File: config.mk
export PLATFORM = sky130hd
export DESIGN_NAME = sensor_fifo_drain_controller_top_flat
export DESIGN_NICKNAME = d
export VERILOG_FILES = /design/src/hdl/sfdc_pkg.sv /design/src/hdl/sfdc_event_if.sv /design/src/hdl/sfdc_result_if.sv /design/src/hdl/sfdc_core.sv /design/src/hdl/sensor_fifo_drain_controller_top.sv /design/src/flat_wrapper.sv
export SDC_FILE = /design/constraint.sdc
export NUM_CORES = 1
export LEC_CHECK = 0
export BUFFER_PORTS_ARGS = -buffer_cell sky130_fd_sc_hd__buf_4
export CELL_PAD_IN_SITES_DETAIL_PLACEMENT = 2
export CELL_PAD_IN_SITES_GLOBAL_PLACEMENT = 2
export CORE_ASPECT_RATIO = 1.25
export CORE_UTILIZATION = 30
export DETAILED_ROUTE_END_ITERATION = 7
export GPL_TIMING_DRIVEN = 0
export PLACE_DENSITY = 0.69
export SETUP_SLACK_MARGIN = 0.2
export SLEW_MARGIN = 20
export SYNTH_ARGS = -nofsm -noshare
export SYNTH_HDL_FRONTEND = slang
export SYNTH_HIERARCHICAL = 1
export SYNTH_SLANG_ARGS = --single-unit
File: constraint.sdc
create_clock -name clk -period 3.5 [get_ports clk]
set_clock_uncertainty 0.1 [all_clocks]
set_input_delay 0.7 -clock clk [delete_from_list [all_inputs] [get_ports clk]]
set_output_delay 0.7 -clock clk [all_outputs]
set_load 0.03 [all_outputs]
File: src/hdl/sfdc_pkg.sv
package sfdc_pkg;

	localparam int FIFO_DEPTH  = 32;
	localparam int COUNT_WIDTH = 16;
	localparam int PTR_W       = 5;
	localparam int VALUE_W     = 17;
	localparam int DIFF_W      = 7;

	localparam logic [7:0] ADDR_WPTR = 8'd4;
	localparam logic [7:0] ADDR_RPTR = 8'd6;
	localparam logic [7:0] ADDR_DATA = 8'd7;

	typedef enum logic [1:0] {
		MODE_TICK,
		MODE_BYTE,
		MODE_BUS_ERR,
		MODE_REJECT
	} mode_t;

	typedef enum logic [2:0] {
		ACT_NONE,
		ACT_REFUSED,
		ACT_REG_READ,
		ACT_BURST,
		ACT_SAMPLE,
		ACT_EMPTY,
		ACT_ERROR
	} action_t;

	typedef struct packed {
		mode_t      mode;
		logic [7:0] data_byte;
		logic       bus_ready;
	} event_t;

	typedef struct packed {
		action_t            action;
		logic [7:0]         reg_addr;
		logic [8:0]         burst_bytes;
		logic [VALUE_W-1:0] green_value;
		logic [VALUE_W-1:0] red_value;
		logic [VALUE_W-1:0] ir_value;
		logic               busy_flag;
		logic [15:0]        error_total;
		logic [15:0]        pointer_ok_total;
		logic [15:0]        empty_skip_total;
		logic [15:0]        burst_ok_total;
	} result_t;

	typedef logic [PTR_W-1:0] avail_lut_t [2**DIFF_W];

	// Index is the two's complement of wp + depth - rp; negative values
	// follow 32-bit unsigned wraparound.
	function automatic avail_lut_t build_avail_lut();
		avail_lut_t      lut;
		longint unsigned v;
		for (int i = 0; i < 2**DIFF_W; i++) begin
			if (i < 2**(DIFF_W-1)) begin
				v = 64'(i);
			end else begin
				v = 64'h1_0000_0000 - 64'(2**DIFF_W - i);
			end
			lut[i] = PTR_W'(v % FIFO_DEPTH);
		end
		return lut;
	endfunction

	localparam avail_lut_t AVAIL_LUT = build_avail_lut();

endpackage

File: src/hdl/sfdc_event_if.sv
interface sfdc_event_if;
	logic              valid;
	logic              ready;
	sfdc_pkg::event_t  data;
	modport source (output valid, output data, input ready);
	modport sink (input valid, input data, output ready);
endinterface

File: src/hdl/sfdc_result_if.sv
interface sfdc_result_if;
	logic              valid;
	logic              ready;
	sfdc_pkg::result_t data;
	modport source (output valid, output data, input ready);
	modport sink (input valid, input data, output ready);
endinterface

File: src/hdl/sfdc_core.sv
module sfdc_core (
	input  logic              clk,
	input  logic              arst_n,
	input  logic              step,
	input  sfdc_pkg::event_t  item,
	output sfdc_pkg::result_t result_q
);

	typedef enum logic [1:0] {
		PH_IDLE,
		PH_WPTR,
		PH_RPTR,
		PH_BURST
	} phase_t;

	phase_t phase_q, phase_d;
	logic [sfdc_pkg::PTR_W-1:0] wptr_q, wptr_d, rptr_q, rptr_d;
	logic [sfdc_pkg::PTR_W-1:0] pending_q, pending_d, done_q, done_d, done_inc;
	logic [3:0] pos_q, pos_d;
	logic [23:0] word_q, word_d, raw;
	logic [sfdc_pkg::VALUE_W-1:0] grn_q, grn_d, red_q, red_d;
	logic [sfdc_pkg::COUNT_WIDTH-1:0] err_q, err_d, ptr_q, ptr_d;
	logic [sfdc_pkg::COUNT_WIDTH-1:0] skip_q, skip_d, burst_q, burst_d;
	logic [sfdc_pkg::DIFF_W-1:0] diff;
	logic [sfdc_pkg::PTR_W-1:0] avail;
	sfdc_pkg::result_t res_d;

	assign diff = sfdc_pkg::DIFF_W'(wptr_q) + sfdc_pkg::DIFF_W'(sfdc_pkg::FIFO_DEPTH)
		- sfdc_pkg::DIFF_W'(item.data_byte[sfdc_pkg::PTR_W-1:0]);
	assign avail = sfdc_pkg::AVAIL_LUT[diff];
	assign raw = {word_q[15:0], item.data_byte};
	assign done_inc = done_q + 1'b1;

	always_comb begin
		phase_d   = phase_q;
		wptr_d    = wptr_q;
		rptr_d    = rptr_q;
		pending_d = pending_q;
		done_d    = done_q;
		pos_d     = pos_q;
		word_d    = word_q;
		grn_d     = grn_q;
		red_d     = red_q;
		err_d     = err_q;
		ptr_d     = ptr_q;
		skip_d    = skip_q;
		burst_d   = burst_q;
		res_d     = '0;
		res_d.action = sfdc_pkg::ACT_NONE;
		case (item.mode)
			sfdc_pkg::MODE_TICK: begin
				if (phase_q != PH_IDLE || !item.bus_ready) begin
					res_d.action = sfdc_pkg::ACT_REFUSED;
				end else begin
					phase_d = PH_WPTR;
					res_d.action = sfdc_pkg::ACT_REG_READ;
					res_d.reg_addr = sfdc_pkg::ADDR_WPTR;
				end
			end
			sfdc_pkg::MODE_BYTE: begin
				case (phase_q)
					PH_WPTR: begin
						wptr_d = item.data_byte[sfdc_pkg::PTR_W-1:0];
						phase_d = PH_RPTR;
						res_d.action = sfdc_pkg::ACT_REG_READ;
						res_d.reg_addr = sfdc_pkg::ADDR_RPTR;
					end
					PH_RPTR: begin
						rptr_d = item.data_byte[sfdc_pkg::PTR_W-1:0];
						ptr_d = ptr_q + 1'b1;
						pending_d = '0;
						done_d = '0;
						pos_d = '0;
						word_d = '0;
						grn_d = '0;
						red_d = '0;
						if (avail == '0) begin
							skip_d = skip_q + 1'b1;
							phase_d = PH_IDLE;
							res_d.action = sfdc_pkg::ACT_EMPTY;
						end else begin
							pending_d = avail;
							phase_d = PH_BURST;
							res_d.action = sfdc_pkg::ACT_BURST;
							res_d.reg_addr = sfdc_pkg::ADDR_DATA;
							res_d.burst_bytes = 9'({avail, 3'b000}) + 9'(avail);
						end
					end
					PH_BURST: begin
						if (pos_q == 4'd2) begin
							grn_d = raw[sfdc_pkg::VALUE_W:1];
							word_d = '0;
							pos_d = pos_q + 1'b1;
						end else if (pos_q == 4'd5) begin
							red_d = raw[sfdc_pkg::VALUE_W:1];
							word_d = '0;
							pos_d = pos_q + 1'b1;
						end else if (pos_q >= 4'd8) begin
							res_d.action = sfdc_pkg::ACT_SAMPLE;
							res_d.green_value = grn_q;
							res_d.red_value = red_q;
							res_d.ir_value = raw[sfdc_pkg::VALUE_W:1];
							word_d = '0;
							grn_d = '0;
							red_d = '0;
							pos_d = '0;
							done_d = done_inc;
							if (done_inc >= pending_q) begin
								burst_d = burst_q + 1'b1;
								phase_d = PH_IDLE;
								pending_d = '0;
								done_d = '0;
							end
						end else begin
							word_d = raw;
							pos_d = pos_q + 1'b1;
						end
					end
					default: begin
					end
				endcase
			end
			default: begin
				if (item.mode == sfdc_pkg::MODE_BUS_ERR || phase_q != PH_IDLE) begin
					err_d = err_q + 1'b1;
					phase_d = PH_IDLE;
					pending_d = '0;
					done_d = '0;
					pos_d = '0;
					word_d = '0;
					grn_d = '0;
					red_d = '0;
					res_d.action = sfdc_pkg::ACT_ERROR;
				end
			end
		endcase
		res_d.busy_flag = (phase_d != PH_IDLE);
		res_d.error_total = 16'(err_d);
		res_d.pointer_ok_total = 16'(ptr_d);
		res_d.empty_skip_total = 16'(skip_d);
		res_d.burst_ok_total = 16'(burst_d);
	end

	always_ff @(posedge clk or negedge arst_n) begin
		if (!arst_n) begin
			phase_q   <= PH_IDLE;
			wptr_q    <= '0;
			rptr_q    <= '0;
			pending_q <= '0;
			done_q    <= '0;
			pos_q     <= '0;
			word_q    <= '0;
			grn_q     <= '0;
			red_q     <= '0;
			err_q     <= '0;
			ptr_q     <= '0;
			skip_q    <= '0;
			burst_q   <= '0;
			result_q  <= '0;
		end else if (step) begin
			phase_q   <= phase_d;
			wptr_q    <= wptr_d;
			rptr_q    <= rptr_d;
			pending_q <= pending_d;
			done_q    <= done_d;
			pos_q     <= pos_d;
			word_q    <= word_d;
			grn_q     <= grn_d;
			red_q     <= red_d;
			err_q     <= err_d;
			ptr_q     <= ptr_d;
			skip_q    <= skip_d;
			burst_q   <= burst_d;
			result_q  <= res_d;
		end
	end

endmodule

File: src/hdl/sensor_fifo_drain_controller_top.sv
// channel   modport  payload             role
// events    sink     sfdc_pkg::event_t   poll ticks, bus bytes, errors
// results   source   sfdc_pkg::result_t  one result word per event word
//
// One event word accepted per cycle while events.ready is high; its result
// word passes the input register, then the state update into result_q.
// arst_n clears core state, counters and both valid flags, not item_s1.
// A stalled result word holds; events.ready drops only when both the input
// register and the result register are full.
module sensor_fifo_drain_controller_top (
	input logic           clk,
	input logic           arst_n,
	sfdc_event_if.sink    events,
	sfdc_result_if.source results
);

	logic             valid_s1;
	sfdc_pkg::event_t item_s1;
	logic             res_valid_q;
	logic             out_free;
	logic             step;

	assign out_free = !res_valid_q || results.ready;
	assign step = valid_s1 && out_free;
	assign events.ready = !valid_s1 || out_free;
	assign results.valid = res_valid_q;

	always_ff @(posedge clk or negedge arst_n) begin
		if (!arst_n) begin
			valid_s1    <= 1'b0;
			res_valid_q <= 1'b0;
		end else begin
			if (events.ready) begin
				valid_s1 <= events.valid;
			end
			if (out_free) begin
				res_valid_q <= step;
			end
		end
	end

	always_ff @(posedge clk) begin
		if (events.valid && events.ready) begin
			item_s1 <= events.data;
		end
	end

	sfdc_core u_core (
		.clk      (clk),
		.arst_n   (arst_n),
		.step     (step),
		.item     (item_s1),
		.result_q (results.data)
	);

endmodule

File: src/flat_wrapper.sv
// flat-port wrapper written by rule: the top's interface ports become plain ports
module sensor_fifo_drain_controller_top_flat 
  (clk, arst_n, events_valid, events_data, events_ready, results_valid, results_data, results_ready);
  sfdc_event_if events_i ();
  sfdc_result_if results_i ();
  input logic clk;
  input logic arst_n;
  input wire logic [$bits(events_i.valid)-1:0] events_valid;
  input wire logic [$bits(events_i.data)-1:0] events_data;
  output wire logic [$bits(events_i.ready)-1:0] events_ready;
  output wire logic [$bits(results_i.valid)-1:0] results_valid;
  output wire logic [$bits(results_i.data)-1:0] results_data;
  input wire logic [$bits(results_i.ready)-1:0] results_ready;
  assign events_i.valid = events_valid;
  assign events_i.data = events_data;
  assign events_ready = events_i.ready;
  assign results_valid = results_i.valid;
  assign results_data = results_i.data;
  assign results_i.ready = results_ready;
  sensor_fifo_drain_controller_top u_core (.clk(clk), .arst_n(arst_n), .events(events_i), .results(results_i));
endmodule
==> results of run 1 <==
## metal layers
metal / up-vias / GRT usage [%]
met5: - / 0
met4: 0 / 4.21
met3: 34 / 2.15
met2: 122 / 30.0
met1: 3440 / 23.1
li1: 3085 / -
## through the flow
| stage | setup slack (ns) | instances | cell area [um^2] |
|---|---|---|---|
| floorplan | 0.895 | 785 | 9000 |
| global placement | 0.110 | 1328 | 10600 |
| detailed placement | 0.189 | 1330 | 10700 |
| CTS | 0.357 | 1377 | 11500 |
| global route | 0.265 | 1378 | 11600 |
| finish | 0.458 | 1378 | 11600 |
## power by group through the flow
stage	clock, W	sequential, W	combinational, W
floorplan	0	0.00286	0.000723
global placement	0	0.00278	0.00126
detailed placement	0	0.00278	0.00131
CTS	0.00285	0.00274	0.00133
global route	0.00294	0.00276	0.00145
finish	0.00275	0.00273	0.00131
## what timing repair did
item,in CTS,in global routing
endpoints found under the setup margin,0,3
gates resized for setup,0,1
endpoints found under the hold margin,43,0
hold buffers,1,0
setup buffers,0,1
## synth_stat cells, drive strengths merged, types with 4 or more instances
| library cell | number | share of area (%) |
|---|---|---|
| nand3 | 30 | 1.7 |
| edfxtp | 11 | 3.7 |
| nand2 | 114 | 4.8 |
| a22o | 74 | 7.2 |
| xnor2 | 46 | 4.5 |
| ha | 25 | 3.5 |
| o21ai | 53 | 3.0 |
| nand2b | 6 | 0.42 |
| nand3b | 4 | 0.61 |
| nand4 | 10 | 0.70 |
| dfrtp | 198 | 55 |
| and3 | 14 | 0.97 |
| xor2 | 23 | 2.2 |
| nor2 | 30 | 1.3 |
| nor3 | 12 | 0.78 |
| and2 | 6 | 0.45 |
| a21o | 4 | 0.33 |
| mux2 | 5 | 0.63 |
| a21oi | 11 | 0.61 |
| buf | 14 | 0.95 |
| inv | 26 | 1.1 |
| clkbuf | 22 | 0.92 |
| nor4 | 6 | 0.96 |
## worst max-delay path, cell delays in order (launching register included)
cell	delay, ns
edfxtp_1	0.48
inv_1	0.11
ha_1	0.39
a21oi_1	0.22
a21boi_1	0.13
nor2_1	0.47
ha_1	0.29
fa_1	0.22
nand3_1	0.11
xnor2_1	0.18
a22o_1	0.22
## area by class of cell
type                    instances  area [um^2]
repair buffers                151         1180
plain buffers                  36          168
multi-input cells             514         3460
inverters                      26         97.6
well taps                     396          495
clock buffers                  35          683
flip-flops and latches        209         5290
clock inverters                11          186
fillers                      3097        17800
## state kept, by name (all words and copies together) (netlist names), 4 cells and up
signal                   flops
u_core/u_core/grn_q         17
u_core/u_core/red_q         17
u_core/u_core/wptr_q         5
u_core/u_core/pos_q          4
u_core/u_core/skip_q        16
u_core/u_core/result_q      67
u_core/u_core/done_q         5
u_core/u_core/burst_q       16
u_core/u_core/pending_q      5
u_core/u_core/ptr_q         16
u_core/u_core/err_q         16
u_core/u_core/word_q        10
u_core/item_s1              11
## cell families after synthesis
logic type | share of synthesized area [%]
DFF | 58.8
AOI/OAI and AO/OA | 13.1
buffers and inverters | 2.95
and+or+nand+nor | 13.7
xor gates and xnor gates | 6.72
muxes | 0.738
other | 0.0417
adders and majority gates | 3.93
## final timing paths
| kind | slack [ns] | depth (start not counted) | end |
|---|---|---|---|
| max in group asynchronous | 1.96 | 3 | u_core/u_core/burst_q[10] |
| min reg2reg | 0.38 | 1 | u_core/u_core/err_q[15] |
| min | 0.25 | 1 | u_core/item_s1[5] |
| min in group asynchronous | 0.57 | 2 | u_core/u_core/result_q[105] |
| max | 0.46 | 10 | u_core/u_core/result_q[123] |
| max reg2reg | 0.46 | 10 | u_core/u_core/result_q[123] |
==> impl_metrics.json, run 1 <==
{
  "synthCells": 781,
  "nets": 1005,
  "hold_ws_ns": 0.252,
  "power_switching_w": 0.00202,
  "start_util_pct": 30.6,
  "status": "finished, final reports clean",
  "p_leak_nw": 5.56,
  "drc": 0,
  "cts-root-buf": "clkbuf_16",
  "worst_setup_path_start_kind": "flop",
  "cts_made_buffers": 25,
  "hp-start": "events_data[5]",
  "combPwrFrac_pct": 19.2,
  "ys_seq_elements": 209,
  "fin_util_pct": 39.4,
  "layout_commonest_cell": "dfrtp_1",
  "yosysWarnings": 6,
  "ant_nets": 0,
  "met2_length_mm": 13.0,
  "avgRoutedWirePerCell_um": 18.8,
  "fmax_mhz": 329,
  "highest_layer": "met4",
  "clock_sinks": 209,
  "via_per_inst": 4.85,
  "die_x_um": 157,
  "rows": 70,
  "worst_ep_arrival_time_ns": 3.35,
  "relSlewSlack_pct": 27.0,
  "ios": 153,
  "coreArea_um2": 29300,
  "grt_max_degree": 86,
  "required_ns": 3.80,
  "total_power_w": 0.00680,
  "met3_wirelength_um": 858,
  "crit_path_max_fanout": 6,
  "cts.clk_slew.worst_paths_ns": 0.06,
  "power_density_nw_per_um2": 588,
  "fin_crit_sh_pct": 86.9,
  "synthArstFlopShare_pct": 94.7,
  "area_delta_synth_final_pct": 28.6,
  "period_minus_slack_ns": 3.04,
  "rsz0062_at_grt": "no",
  "grt_pass1_wl_mm": 42.0,
  "first_pass_iters": 4,
  "die_area_um2": 30700,
  "vias": 6681,
  "p_int_w": 0.00478,
  "cts_tree": "done",
  "startpoint": "u_core/item_s1[3]",
  "routabilityCongestion": 0.745,
  "hold_class": "input port to flop",
  "setup_viol": 0,
  "worst_slew_pin_slew_ns": 1.09,
  "p_seq_share_pct": 40.2,
  "layout-drive-gt1-share_pct": 22.6,
  "portBuffers": 147,
  "synth-edff-count": 11,
  "criticalPathCategory": "flop to flop",
  "final_cell_mix": "dfrtp_1, buf_4, nand2_1",
  "grt.total_usage_pct": 17.4,
  "ir_worst_vdd_uv": 286,
  "dp_hpwl_mm": 18.3,
  "diodes": 0,
  "slew_violations": 0,
  "syn_avg_cell_area_um2": 11.5,
  "synth_cell_types": 54,
  "power.share.clock_pct": 40.5,
  "drtIter0Drc": 252,
  "die_height_um": 196,
  "wl_met1_mm": 11.6,
  "overflow": 0,
  "worstSkewPairLatency_ns": 0.52,
  "r2r-start": "u_core/item_s1[3]",
  "end_kind": "flop",
  "switching_share_pct": 29.7,
  "htreeDepth": 1,
  "clockBufferDepth": 3,
  "cap_violations": 0,
  "antenna_found_initial": 0,
  "tns_ns": 0,
  "yosysSeqAreaShare_pct": 58.8,
  "grt_pass1_vias": 7277,
  "totalWireLength_mm": 25.9,
  "synth_ff_type": "dfrtp_1",
  "finalHoldViolCount": 0,
  "synth_area_um2": 8990
}
(Power assumes the default switching activity.)
==> inputs of run 2 (changes only) <==
MAX_ROUTING_LAYER = met4   (was default)
==> run 2 against run 1 <==
Count of clock-buffer cells in the layout stayed put. Worst hold slack got worse by 0.0022 ns. Power about the same. Largest power group unchanged. Non-clock buffer count unchanged. Combinational power is essentially flat. First-iteration DRC count shrank 5.6%. Final cell count is the same. Via count shrank 0.18%. Fmax is 0.21% lower. Die area is the same. Core utilization unchanged. Critical endpoint unchanged. Sequential power about the same.
==> impl_metrics.json, run 2 (same netlist as run 1, synthesis figures left out) <==
{
  "status": "finished, final reports clean",
  "hp-start": "events_data[8]",
  "largestRegisters": "u_core/u_core/result_q x67, u_core/u_core/grn_q x17, u_core/u_core/red_q x17",
  "ant_nets": 0,
  "worstSkewPairLatency_ns": 0.52,
  "period_minus_slack_ns": 3.05,
  "ios": 153,
  "largest_register": "u_core/u_core/result_q",
  "portBuffers": 147,
  "tns_ns": 0,
  "diodes": 0,
  "cts-root-buf": "clkbuf_16",
  "clock_sinks": 209,
  "layout_commonest_cell": "dfrtp_1",
  "r2r-end": "u_core/u_core/result_q[123]",
  "cts_tree": "done",
  "holdPathStages": 1,
  "r2r-start": "u_core/item_s1[3]",
  "worst_ep_arrival_time_ns": 3.35,
  "final_cell_mix": "dfrtp_1, buf_4, nand2_1",
  "relSlewSlack_pct": 27.8,
  "nets": 1005,
  "area_delta_synth_final_pct": 28.6,
  "die_x_um": 157,
  "htreeDepth": 1,
  "rsz0062_at_grt": "no",
  "overflow": 0,
  "dp_hpwl_mm": 18.3,
  "vias": 6669,
  "hold_ws_ns": 0.250,
  "avgRoutedWirePerCell_um": 18.8,
  "power_density_nw_per_um2": 588,
  "cts.clk_slew.worst_paths_ns": 0.06,
  "drtIter0Drc": 238,
  "hold_class": "input port to flop",
  "grt_pass1_vias": 7290,
  "layout-drive-gt1-share_pct": 22.6,
  "criticalPathCategory": "flop to flop",
  "totalWireLength_mm": 25.9,
  "cts_made_buffers": 25,
  "finalHoldViolCount": 0,
  "via_per_inst": 4.84,
  "setup_viol": 0,
  "required_ns": 3.80,
  "fin_crit_sh_pct": 87.1,
  "total_power_w": 0.00679,
  "multiInputGateArea_um2": 3460,
  "rows": 70,
  "first_pass_iters": 4,
  "slew_violations": 0,
  "p_leak_nw": 5.56,
  "largest_reg_flops": 67,
  "worst_setup_path_start_kind": "flop",
  "drc": 0,
  "antenna_found_initial": 0,
  "die_area_um2": 30700,
  "crit_path_max_fanout": 6,
  "cap_violations": 0,
  "clockBufferDepth": 3,
  "r2r_cells": 10,
  "coreArea_um2": 29300,
  "r2r_setup_slack_ns": 0.45,
  "ir_worst_vdd_uv": 286,
  "fill_cells": 3097,
  "end_kind": "flop",
  "worst_slew_pin_slew_ns": 1.08,
  "grt_max_degree": 86,
  "die_height_um": 196,
  "whs_endpoint": "u_core/item_s1[8]",
  "grt.total_usage_pct": 18.0,
  "start_util_pct": 30.6,
  "grt_pass1_wl_mm": 42.1,
  "routabilityCongestion": 0.755,
  "fmax_mhz": 328,
  "ff_latch_area_um2": 5290
}
run 2: repair_timing:
action | CTS | global route
gates resized for setup | 0 | 1
hold buffers | 1 | 0
endpoints found under the setup margin | 0 | 3
hold endpoints to repair | 43 | 0
buffers inserted | 0 | 1
run 2: worst max path at each step:
stage | to | startpoint | depth (start not counted) | slack [ns]
finish | u_core/u_core/result_q[123] | u_core/item_s1[3] | 10 | 0.45
global route | u_core/u_core/result_q[122] | u_core/item_s1[1] | 11 | 0.27
CTS | u_core/u_core/skip_q[15] | u_core/item_s1[2] | 9 | 0.36
detailed placement | u_core/u_core/result_q[69] | results_ready | 8 | 0.19
global placement | u_core/u_core/burst_q[7] | arst_n | 1 | 0.11
floorplan | u_core/u_core/skip_q[9] | u_core/u_core/wptr_q[0] | 11 | 0.90
run 2: per-layer routing:
metal / vias up / global-route usage [%] / share of wire [%]
met5: - / - / 0
li1: 3085 / - / -
met3: 35 / 2.09 / 3.3
met4: 0 / 4.21 / 1.6
met2: 126 / 29.9 / 50
met1: 3423 / 23.2 / 45
run 2: final cells by class:
cell class / count / area share, %
sequential: 209 / 45.7
multi-input combinational: 514 / 29.9
timing repair buffer: 151 / 10.2
clock buffer: 35 / 5.91
tap: 396 / 4.29
clock inverter: 11 / 1.61
buffer: 36 / 1.45
inverter: 26 / 0.845
run 2: metrics by stage:
step	setup WS, ns	util, %	cell area [um^2]	cells
final	0.452	39.4	11600	1378
after detailed placement	0.189	36.3	10700	1330
after CTS	0.357	39.3	11500	1377
after global routing	0.265	39.4	11600	1378
after floorplan	0.895	-	9000	785
after global placement	0.110	36.1	10600	1328
run 2: worst max-delay path: stages (launching register included):
cell and delay [ns]:
edfxtp_1 0.49, inv_1 0.11, ha_1 0.39, a21oi_1 0.23, a21boi_1 0.13, nor2_1 0.46
ha_1 0.29, fa_1 0.22, nand3_1 0.10, xnor2_1 0.18, a22o_1 0.22
run 2: power by group:
group	total [W]	switching, W	internal (W)
Sequential	0.00273	0.000154	0.00258
Clock	0.00275	0.00103	0.00173
Combinational	0.00131	0.000836	0.000469
Total	0.00679	0.00202	0.00478
